## config.mk

```make
export PLATFORM = sky130hd
export DESIGN_NAME = mnad_ctrl
export DESIGN_NICKNAME = d
export VERILOG_FILES = /design/src/rtl/mnad_pkg.sv /design/src/rtl/mnad_ctrl.sv
export SDC_FILE = /design/constraint.sdc
export NUM_CORES = 1
export LEC_CHECK = 0
export ABC_AREA = 1
export BUFFER_PORTS_ARGS = -buffer_cell sky130_fd_sc_hd__buf_2
export CORE_AREA = 4 4 51 53
export DETAILED_ROUTE_END_ITERATION = 8
export DIE_AREA = 0 0 55 57
export GPL_TIMING_DRIVEN = 1
export PLACE_DENSITY = 0.59
export SLEW_MARGIN = 20
export SYNTH_ARGS = -nofsm -noshare
export SYNTH_HDL_FRONTEND = slang
export SYNTH_SLANG_ARGS = --single-unit
```

## constraint.sdc

```tcl
create_clock -name clock -period 1.25 [get_ports clock]
set_input_delay 0.0625 -clock clock [delete_from_list [all_inputs] [get_ports clock]]
set_output_delay 0.0625 -clock clock [all_outputs]
set_load 0.1 [all_outputs]
```

## src/rtl/mnad_pkg.sv

```systemverilog
// Shared types and constants of the masked neighbour average dilation block.
package mnad_pkg;

   localparam int PORT_CHAN_BITS = 16;
   localparam int NUM_CHANNELS   = 5;
   localparam int TDATA_BITS     = PORT_CHAN_BITS * NUM_CHANNELS;
   localparam int CFG_BITS       = 11;
   localparam int CSR_ADDR_BITS  = 2;

   localparam logic [CSR_ADDR_BITS-1:0] REG_IMAGE_WIDTH  = 2'd0;
   localparam logic [CSR_ADDR_BITS-1:0] REG_IMAGE_HEIGHT = 2'd1;

   // Window taps in raster order: upper row 0..2, middle row 3..5, lower row 6..8.
   localparam int NUM_TAPS = 9;
   localparam int TAP_BITS = 4;

   typedef logic [TAP_BITS-1:0] tap_type;

   localparam tap_type CENTER_TAP  = TAP_BITS'(NUM_TAPS / 2);
   localparam tap_type CURRENT_TAP = TAP_BITS'(NUM_TAPS - 1);

   typedef struct packed {
      logic    accept;
      logic    issue;
      tap_type tap;
      logic    div_load;
      logic    div_step;
      logic    out_load;
   } dp_cmd_type;

   typedef struct packed {
      logic has_result;
      logic div_last;
      logic out_free;
   } dp_status_type;

endpackage

```

## src/rtl/mnad_ctrl.sv

```systemverilog
// Sequencing state machine: window reads, serial division and result hand-off.
module mnad_ctrl (
   input  logic                   clock,
   input  logic                   reset,
   input  logic                   req_tvalid,
   output logic                   req_tready,
   input  mnad_pkg::dp_status_type status,
   output mnad_pkg::dp_cmd_type    cmd
);

   typedef enum logic [5:0] {
      ST_IDLE     = 6'b000001,
      ST_READ     = 6'b000010,
      ST_DRAIN    = 6'b000100,
      ST_DIV_LOAD = 6'b001000,
      ST_DIVIDE   = 6'b010000,
      ST_OUTPUT   = 6'b100000
   } ctrl_state_type;

   ctrl_state_type    state_ff, state_in;
   mnad_pkg::tap_type tap_ff, tap_in;

   assign req_tready = (state_ff == ST_IDLE);

   always_comb begin
      state_in     = state_ff;
      tap_in       = tap_ff;
      cmd          = '0;
      cmd.tap      = tap_ff;
      case (state_ff)
         ST_IDLE: begin
            if (req_tvalid) begin
               cmd.accept = 1'b1;
               if (status.has_result) begin
                  state_in = ST_READ;
                  tap_in   = '0;
               end
            end
         end
         ST_READ: begin
            cmd.issue = 1'b1;
            if (tap_ff == mnad_pkg::CURRENT_TAP) begin
               state_in = ST_DRAIN;
            end else begin
               tap_in = tap_ff + 1'b1;
            end
         end
         ST_DRAIN: begin
            // The last tap is still being summed in this cycle.
            state_in = ST_DIV_LOAD;
         end
         ST_DIV_LOAD: begin
            cmd.div_load = 1'b1;
            state_in     = ST_DIVIDE;
         end
         ST_DIVIDE: begin
            cmd.div_step = 1'b1;
            if (status.div_last) begin
               state_in = ST_OUTPUT;
            end
         end
         ST_OUTPUT: begin
            if (status.out_free) begin
               cmd.out_load = 1'b1;
               state_in     = ST_IDLE;
            end
         end
         default: begin
            state_in = ST_IDLE;
         end
      endcase
   end

   always_ff @(posedge clock) begin
      if (reset) begin
         state_ff <= ST_IDLE;
         tap_ff   <= '0;
      end else begin
         state_ff <= state_in;
         tap_ff   <= tap_in;
      end
   end

endmodule

```

* Yosys cells after proc, flatten, opt, wreduce, memory -nomap -nowiden
Cells that the tools add are included.
** Storage, ports and cells
- Output and inout port bits :: 10
- Input port bits :: 6
- Flip-flop bits (word level) :: 10
** Operators by class
- Add/sub/neg operators :: 1
- Multiplexer cells :: 17
- Reductions and logical operators :: 3
- Equal/unequal tests :: 13
** Operators by type and width (count)
- $pmux W6 S6 :: 1
- $mux W6 :: 5
- $mux W4 :: 3
- $ne A2 B2 Y1 const B :: 5
- $pmux W4 S2 :: 1
- $mux W1 :: 7
- $eq A6 B1 Y1 const B :: 1
- $eq A6 B2 Y1 const B :: 1
- $eq A6 B3 Y1 const B :: 1
- $eq A6 B4 Y1 const B :: 1
- $eq A6 B5 Y1 const B :: 1
- $eq A6 B6 Y1 const B :: 1
- $reduce_and A5 Y1 :: 1
- $add A4 B1 Y4 const B :: 1
- $eq A4 B4 Y1 const B :: 1
- $reduce_and A4 Y1 :: 1
- $ne A2 B1 Y1 const B :: 1
- $reduce_bool A2 Y1 :: 1

* Longest topological paths before layout
Gate-level depths: netlist of the first run.
- Word-level depth :: 3
- Mapped depth :: 9

* Worst setup path before layout of the first run
Ideal clock, no wire load.
- Kind :: flip-flop to output port
- From :: register state_ff[3]
- To :: output cmd[0] (netlist name)
- Stages on the path, launching flop included :: 6
- Slack :: -0.744 ns
- Data arrival time :: 1.931 ns
- Buffers on the path :: 0
- Required time :: 1.188 ns
- Cells stage by stage :: dfxtp_1 -> inv_1 -> nand2_1 -> nor2_1 -> nand2_1 -> nor2_1
** RTL lines
- from (decl) :: RTL line mnad_ctrl.sv:20 : ctrl_state_type state_ff, state_in;
- from (signal assigned) :: RTL line mnad_ctrl.sv:79 : state_ff <= state_in;
- to (decl) :: RTL line mnad_ctrl.sv:8 : output mnad_pkg::dp_cmd_type cmd

==> results of run 1 <==
-- cells in the mapped netlist (3+ instances only) --
cell type	instances
sky130_fd_sc_hd__nor2_1	10
sky130_fd_sc_hd__inv_1	17
sky130_fd_sc_hd__nand2_1	14
sky130_fd_sc_hd__nor2_2	3
sky130_fd_sc_hd__a21oi_1	5
sky130_fd_sc_hd__nand2_2	3
sky130_fd_sc_hd__dfxtp_1	10
sky130_fd_sc_hd__nand4_1	4
sky130_fd_sc_hd__nand3_1	9
-- worst max-delay path: cells and delay by family, from the launching register on --
family	cells	cell delay, ns
buf+inv	4	0.48
flops	1	0.39
simple gates	2	0.21
-- per-layer routing --
metal	vias up	share of wire [%]
li1	380	-
met1	350	41
met2	21	49
met3	10	4.7
met4	0	4.9
met5	-	0
-- cells by family (layout without fill, tap and decap cells) --
group | after synthesis | after routing | share of synthesized area [%]
adders and majority gates | 2 | 2 | 3.91
DFF | 10 | 10 | 31.2
xor gates and xnor gates | 2 | 2 | 2.73
AOI/OAI and AO/OA | 9 | 9 | 7.62
and+or+nand+nor | 51 | 51 | 43.4
buffers and inverters | 19 | 59 | 11.1
-- flip-flops by register name, summed over array words and instances, names as in the netlist --
register and count:
tap_ff 4, state_ff 6
-- area by class of cell --
cell class	instances	share of cell area [%]
Multi-Input combinational cell	64	40.3
Inverter	19	8.00
Tap cell	28	2.91
Sequential cell	10	18.9
Timing Repair Buffer	36	26.8
Clock buffer	4	3.01
-- path summary, 6_finish.rpt --
| path | start | endpoint | slack, ns | cells after the start |
|---|---|---|---|---|
| setup / recovery | state_ff[1]$_SDFFE_PP0P_ | cmd[7] | -0.18 | 6 |
| hold / removal | reset | tap_ff[3]$_SDFFE_PP0P_ | 0.02 | 2 |
| setup reg to reg | state_ff[5]$_SDFFE_PP0P_ | tap_ff[1]$_SDFFE_PP0P_ | -0.14 | 7 |
| hold reg to reg | tap_ff[3]$_SDFFE_PP0P_ | tap_ff[3]$_SDFFE_PP0P_ | 0.51 | 2 |
-- power by group through the flow --
stage | Clock [mW] | Sequential [mW] | Combinational, mW
2_1_floorplan | 0 | 0.635 | 0.880
3_3_place_gp | 0 | 0.462 | 1.41
3_5_place_dp | 0 | 0.464 | 1.42
4_1_cts | 0.316 | 0.462 | 1.56
5_1_grt | 0.328 | 0.491 | 1.88
6_report | 0.311 | 0.480 | 1.76
-- repair_timing --
action,CTS,global route
resized for setup,6,17
endpoints found under the setup margin,8,16
pin swaps,6,10
setup buffers,12,7
hold endpoints to repair,0,0
-- per-stage QoR --
step | power [mW] | setup TNS [ns] | instances | utilization (%) | area [um^2]
floorplan | 1.52 | -0.888 | 93 | - | 731
global placement | 1.87 | -0.00771 | 138 | 44.0 | 946
detailed placement | 1.89 | 0 | 138 | 44.0 | 946
CTS | 2.34 | -1.28 | 154 | 50.6 | 1090
global route | 2.70 | -2.49 | 161 | 56.0 | 1200
finish | 2.56 | -1.33 | 161 | 56.0 | 1200
==> results by group, run 1 <==
Timing
  • Post-layout minimum cycle time: 1.43 ns
  • Setup repair after global routing missed its margin: true
  • Post-route clock skew: 0.00137 ns
  • Final hold violation count: 0
  • Number of endpoints failing setup at the final stage: 15
  • Worst hold slack across all endpoints: 0.0159 ns
  • Maximum clock frequency: 700 MHz
  • Count of pins over their slew limit: 0
  • Share of the clock period used by the worst path after layout: 114%
  • Worst Slack Setup Final: -0.179 ns
  • Max-slew headroom: 68.0%
  • Worst Max-Slew Pin Slew: 0.484 ns

Die
  • I/O pin total: 16
  • Overall die width: 55 um
  • Row cnt: 17
  • Area of the die: 3140 um^2
  • Core footprint: 2150 um^2
  • Starting utilization of the core area: 29.8%
  • Vertical die dimension: 57 um

Clock tree
  • Num CTS Buffers: 3
  • Clk_lat worst skew: 0.28 ns
  • Hold Buf Count CTS: 0
  • Clock root buffer: sky130_fd_sc_hd__clkbuf_4
  • # H-tree levels: 1
  • Register clock-pin slew on the reported worst setup and hold paths: 0.07 ns
  • Clock sinks: 10
  • Number of buffers between clock root and the deepest sink: 2
  • TritonCTS clock tree: built

Power
  • Cell Int Power: 1.23 mW
  • Switching Share: 52.0%
  • Clock power frac: 12.2%
  • Power share of the combinational group: 69.1%
  • Power density over the cells: 2120 nW/um^2
  • Maximum resistive drop on vdd: 0.00148 V
  • Register share of total power: 18.8%
  • Leakage power summed over all cells: 0.513 nW
  • Net switching component of the power: 1.33 mW

Synthesis
  • Count of flip-flops with a built-in enable after synthesis: 0
  • Warnings, synthesis: 0
  • Distinct cell type count after synthesis: 21
  • Largest area contributor in the netlist: sky130_fd_sc_hd__dfxtp_1
  • Main synth FF type: sky130_fd_sc_hd__dfxtp_1
  • Avg Synthesized Cell Area: 6.89 um^2
  • Number of standard cells after synthesis: 93
  • Sequential element share of the synthesized area: 31.3%
  • Total of flip-flops plus latches after synthesis: 10
  • Area of the mapped netlist: 641 um^2
  • Area fraction of the dominant cell type after synthesis: 31.3%
  • Synth async-reset ratio: 0%
  • Most area-consuming cells after synthesis: sky130_fd_sc_hd__dfxtp_1, sky130_fd_sc_hd__inv_1, sky130_fd_sc_hd__nand2_1
  • Post-synthesis net count: 101

Drt
  • Initial detailed-routing violation count: 5
  • 1st-pass router iterations: 4
  • Average wire per cell in the routed design: 12.4 um
  • Remaining antenna violation count: 0
  • Final routed DRC violation total: 0
  • Final WL: 1.99 mm
  • Via count of the routed design: 761
  • Detailed-route vias per instance: 4.73

Critical path
  • Largest incremental delay on the critical path: 0.39 ns
  • Type of destination of the critical path: output pin
  • Arrival time of data at the critical path endpoint: 1.37 ns
  • Critical-path cell with the highest stage delay: sky130_fd_sc_hd__dfxtp_4
  • CP required: 1.19 ns
  • Kind of start point of the critical path: flop
  • Top fanout value on the critical path: 3
  • Critical path start-end classification: reg -> out
  • Ordered cell list for the critical path: inv_4, nor2_2, buf_4, nand3_4, clkinvlp_4, buf_12

Placement
  • Global placer's final weighted congestion: 0.903
  • Worst setup slack after placement: 0.00212 ns
  • Count of input and output buffers: 15
  • Post-DP HPWL: 1.23 mm

Global route
  • Total congestion overflow: 0
  • Global Route Usage Sum: 13.2%
  • First-pass GRT wire length: 3.04 mm
  • Pin count of the biggest net entering global routing: 7
  • Global routing usage on met2: 19.9%
  • Number of global-route vias before repair: 735
  • Initial antenna violation count: 0
  • Highest-utilization routing layer at the global route stage: met2
  • Met3 usage in global routing: 2.61%
  • Fraction of met1 tracks used by global routing: 16.4%

Final layout
  • Number of fillers in the final layout: 186
  • Antenna diode count: 0
  • Nets: 142
  • Multi-input logic area: 485 um^2
  • Commonest non-fill, non-tap cell in the layout: sky130_fd_sc_hd__buf_4
  • Share of post-route cells with drive strength above 1: 65.4%
  • Area growth from synthesis to layout: 87.9%
  • Highest-count cells in the layout ignoring fill and taps: sky130_fd_sc_hd__buf_4, sky130_fd_sc_hd__inv_1, sky130_fd_sc_hd__nand2_1, sky130_fd_sc_hd__buf_2, sky130_fd_sc_hd__nor2_4
  • Total area of sequential cells: 228 um^2

Flow run
  • Number of max-cap violations: 0

Status
  • Run status: finished with violations
  • Violated checks: setup timing

Worst hold path
  • Hold/Removal Path Class: in -> reg
No activity file was read; power rests on OpenSTA's default activity.
==> run 2, diff against run 1 <==
- CELL_PAD_IN_SITES_DETAIL_PLACEMENT: not set -> 2
- CELL_PAD_IN_SITES_GLOBAL_PLACEMENT: not set -> 2
- CORE_AREA: 4 4 51 53 -> 4 4 57 59
- DIE_AREA: 0 0 55 57 -> 0 0 61 63
- PLACE_DENSITY: 0.59 -> 0.77
==> run 2 against run 1 <==
Compared with the run above:
- the flow still finishes with violations (setup timing)
- final area grew 15%
- register-to-register slack about the same
- sequential cell count is the same
- largest cell class unchanged
- setup slack got worse by 0.019 ns
- clock skew rose by 0.0019 ns
- combinational power is 24% higher
- die area up 23%
- non-clock buffer count grew 3
- sequential power up 6.0%
- count of clock-buffer cells in the layout unchanged
- clock power increased by 6.8%
==> results by group, run 2 (synthesis results as in run 1) <==
Clock tree
  • Number of buffers between clock root and the deepest sink: 2 (unchanged)
  • Clock root buffer: sky130_fd_sc_hd__clkbuf_4
  • Clk_lat worst skew: 0.29 ns (about the same)
  • TritonCTS clock tree: built
  • Clock sinks: 10 (unchanged)
  • # H-tree levels: 1 (unchanged)
  • Num CTS Buffers: 3 (unchanged)
  • Hold Buf Count CTS: 0 (unchanged)
  • Register clock-pin slew on the reported worst setup and hold paths: 0.09 ns (+0.02 ns)

Final layout
  • Number of fillers in the final layout: 294 (+58%)
  • Nets: 145 (+2.1%)
  • Commonest non-fill, non-tap cell in the layout: sky130_fd_sc_hd__buf_4
  • Number of flip-flops under the largest register name: 6 (unchanged)
  • Multi-input logic area: 592 um^2 (+22%)
  • Antenna diode count: 0 (unchanged)
  • Final design instance area without fill: 1380 um^2 (+15%)
  • Total area of sequential cells: 235 um^2 (+3.3%)
  • Post-layout instance count excluding filler cells: 167 (+3.7%)
  • Share of post-route cells with drive strength above 1: 79.4% (+14 points)
  • Biggest registers after layout: state_ff x6, tap_ff x4
  • Register with the highest flop count: state_ff
  • Highest-count cells in the layout ignoring fill and taps: sky130_fd_sc_hd__buf_4, sky130_fd_sc_hd__nor2_4, sky130_fd_sc_hd__inv_1, sky130_fd_sc_hd__buf_2, sky130_fd_sc_hd__dfxtp_4
  • Area growth from synthesis to layout: 116%

Critical path
  • Kind of start point of the critical path: flop
  • Depth of the worst register-to-register path: 7 (unchanged)
  • Ordered cell list for the critical path: inv_4, nor2_4, buf_6, nand3_4, clkinvlp_4, buf_12
  • Top fanout value on the critical path: 3 (unchanged)
  • Category of cells accounting for the largest share of critical-path delay: buffers and inverters
  • Largest incremental delay on the critical path: 0.40 ns (about the same)
  • Arrival time of data at the critical path endpoint: 1.39 ns (+0.02 ns)
  • Critical-path cell with the highest stage delay: sky130_fd_sc_hd__dfxtp_4
  • Type of destination of the critical path: output pin
  • CP required: 1.19 ns (about the same)
  • Number of logic stages on the critical path including buffering: 6 (unchanged)
  • Critical path start-end classification: reg -> out
  • Worst reg2reg setup slack: -0.13 ns (about the same)
  • Worst reg2reg path startpoint: state_ff[3]$_SDFFE_PP0P_
  • RR Endpoint: tap_ff[1]$_SDFFE_PP0P_
  • Number of buffer and inverter instances along the worst setup path: 4 (unchanged)

Die
  • Core footprint: 2710 um^2 (+26%)
  • Starting utilization of the core area: 23.6% (-6.2 points)
  • Overall die width: 61 um (+11%)
  • Area of the die: 3840 um^2 (+23%)
  • I/O pin total: 16 (unchanged)
  • Row cnt: 19 (+2)
  • Vertical die dimension: 63 um (+11%)

Global route
  • Pin count of the biggest net entering global routing: 7 (unchanged)
  • Total congestion overflow: 0 (unchanged)
  • Number of global-route vias before repair: 914 (+24%)
  • First-pass GRT wire length: 4.41 mm (+45%)
  • Initial antenna violation count: 0 (unchanged)
  • Global Route Usage Sum: 15.5% (+2.3 points)

Drt
  • Final WL: 3.19 mm (+60%)
  • Initial detailed-routing violation count: 17 (+12)
  • Remaining antenna violation count: 0 (unchanged)
  • Average wire per cell in the routed design: 19.1 um (+54%)
  • Via count of the routed design: 816 (+7.2%)
  • Final routed DRC violation total: 0 (unchanged)
  • 1st-pass router iterations: 4 (unchanged)
  • Detailed-route vias per instance: 4.89 (+3.4%)

Timing
  • Max-slew headroom: 67.4% (-0.57 points)
  • Share of the clock period used by the worst path after layout: 116% (+1.5 points)
  • Number of endpoints failing setup at the final stage: 15 (unchanged)
  • Count of pins over their slew limit: 0 (unchanged)
  • Final hold violation count: 0 (unchanged)
  • Maximum clock frequency: 691 MHz (-1.3%)
  • Setup repair after global routing missed its margin: true
  • Setup TNS: -1.88 ns (-0.548 ns)
  • Post-route clock skew: 0.00324 ns (+0.00187 ns)
  • Post-layout minimum cycle time: 1.45 ns (+0.0187 ns)
  • Worst Slack Setup Final: -0.198 ns (-0.0187 ns)
  • Worst Max-Slew Pin Slew: 0.492 ns (+0.00863 ns)

Placement
  • Worst setup slack after placement: -0.0962 ns (-0.0984 ns)
  • Global placer's final weighted congestion: 0.833 (-7.7%)
  • Cell area after placement: 965 um^2 (+2.0%)
  • Post-DP HPWL: 1.88 mm (+54%)
  • Count of input and output buffers: 15 (unchanged)
  • Placed Instances: 143 (+3.6%)

Power
  • Power consumption: 3.03 mW (+19%)
  • Maximum resistive drop on vdd: 0.00193 V (+30%)
  • Leakage power summed over all cells: 0.573 nW (+12%)
  • Power density over the cells: 2190 nW/um^2 (+3.2%)

Worst hold path
  • Hold/Removal Path Class: in -> reg
  • Start point of the worst min-delay path: reset
  • End point of the most critical hold path: state_ff[5]$_SDFFE_PP0P_
  • Worst hold path cell count: 2 (unchanged)

Status
  • Violated checks: setup timing
  • Run status: finished with violations

Flow run
  • Number of max-cap violations: 0 (unchanged)
==> run 2: metal layers <==
metal  GRT usage, %  vias up  routed length [um]
li1               -      389                   -
met5              0        -                   0
met4           4.07        0                  85
met3           2.07        9                 107
met1           18.2      400                1290
met2           28.2       18                1700
==> run 2: where the power goes <==
| group | internal [mW] | total, mW | switching, mW |
|---|---|---|---|
| clock network | 0.178 | 0.332 | 0.154 |
| registers | 0.399 | 0.509 | 0.111 |
| logic | 0.843 | 2.19 | 1.34 |
| total | 1.42 | 3.03 | 1.61 |
==> run 2: final cells by class <==
type / count / share of cell area, %
clock buffers: 4 / 2.62
inverters: 19 / 6.97
multi-input cells: 64 / 42.8
flip-flops and latches: 10 / 17.0
well taps: 31 / 2.81
repair buffers: 39 / 27.8
==> run 2: how the worst max path moves through the flow <==
stage,start,end,slack [ns]
floorplan,state_ff[1]$_SDFFE_PP0P_,state_ff[0]$_SDFFE_PP1P_,-0.19
global placement,tap_ff[1]$_SDFFE_PP0P_,state_ff[5]$_SDFFE_PP0P_,0.003
detailed placement,state_ff[1]$_SDFFE_PP0P_,tap_ff[1]$_SDFFE_PP0P_,-0.1
CTS,state_ff[0]$_SDFFE_PP1P_,cmd[8],-0.16
global route,state_ff[1]$_SDFFE_PP0P_,cmd[7],-0.29
finish,state_ff[1]$_SDFFE_PP0P_,cmd[7],-0.20
==> run 2: timing repair <==
action	in CTS	in global routing
resized for setup	29	30
endpoints found under the setup margin	14	16
hold endpoints to repair	0	0
buffers inserted	13	9
pin swaps	10	12
==> run 2: metrics by stage <==
step | utilization [%] | hold WS [ns]
6_report | 51.0 | 0.0504
5_1_grt | 51.0 | 0.0501
4_1_cts | 44.4 | 0.0351
3_5_place_dp | 35.6 | 0.333
3_3_place_gp | 35.6 | 0.319
2_1_floorplan | - | 0.116
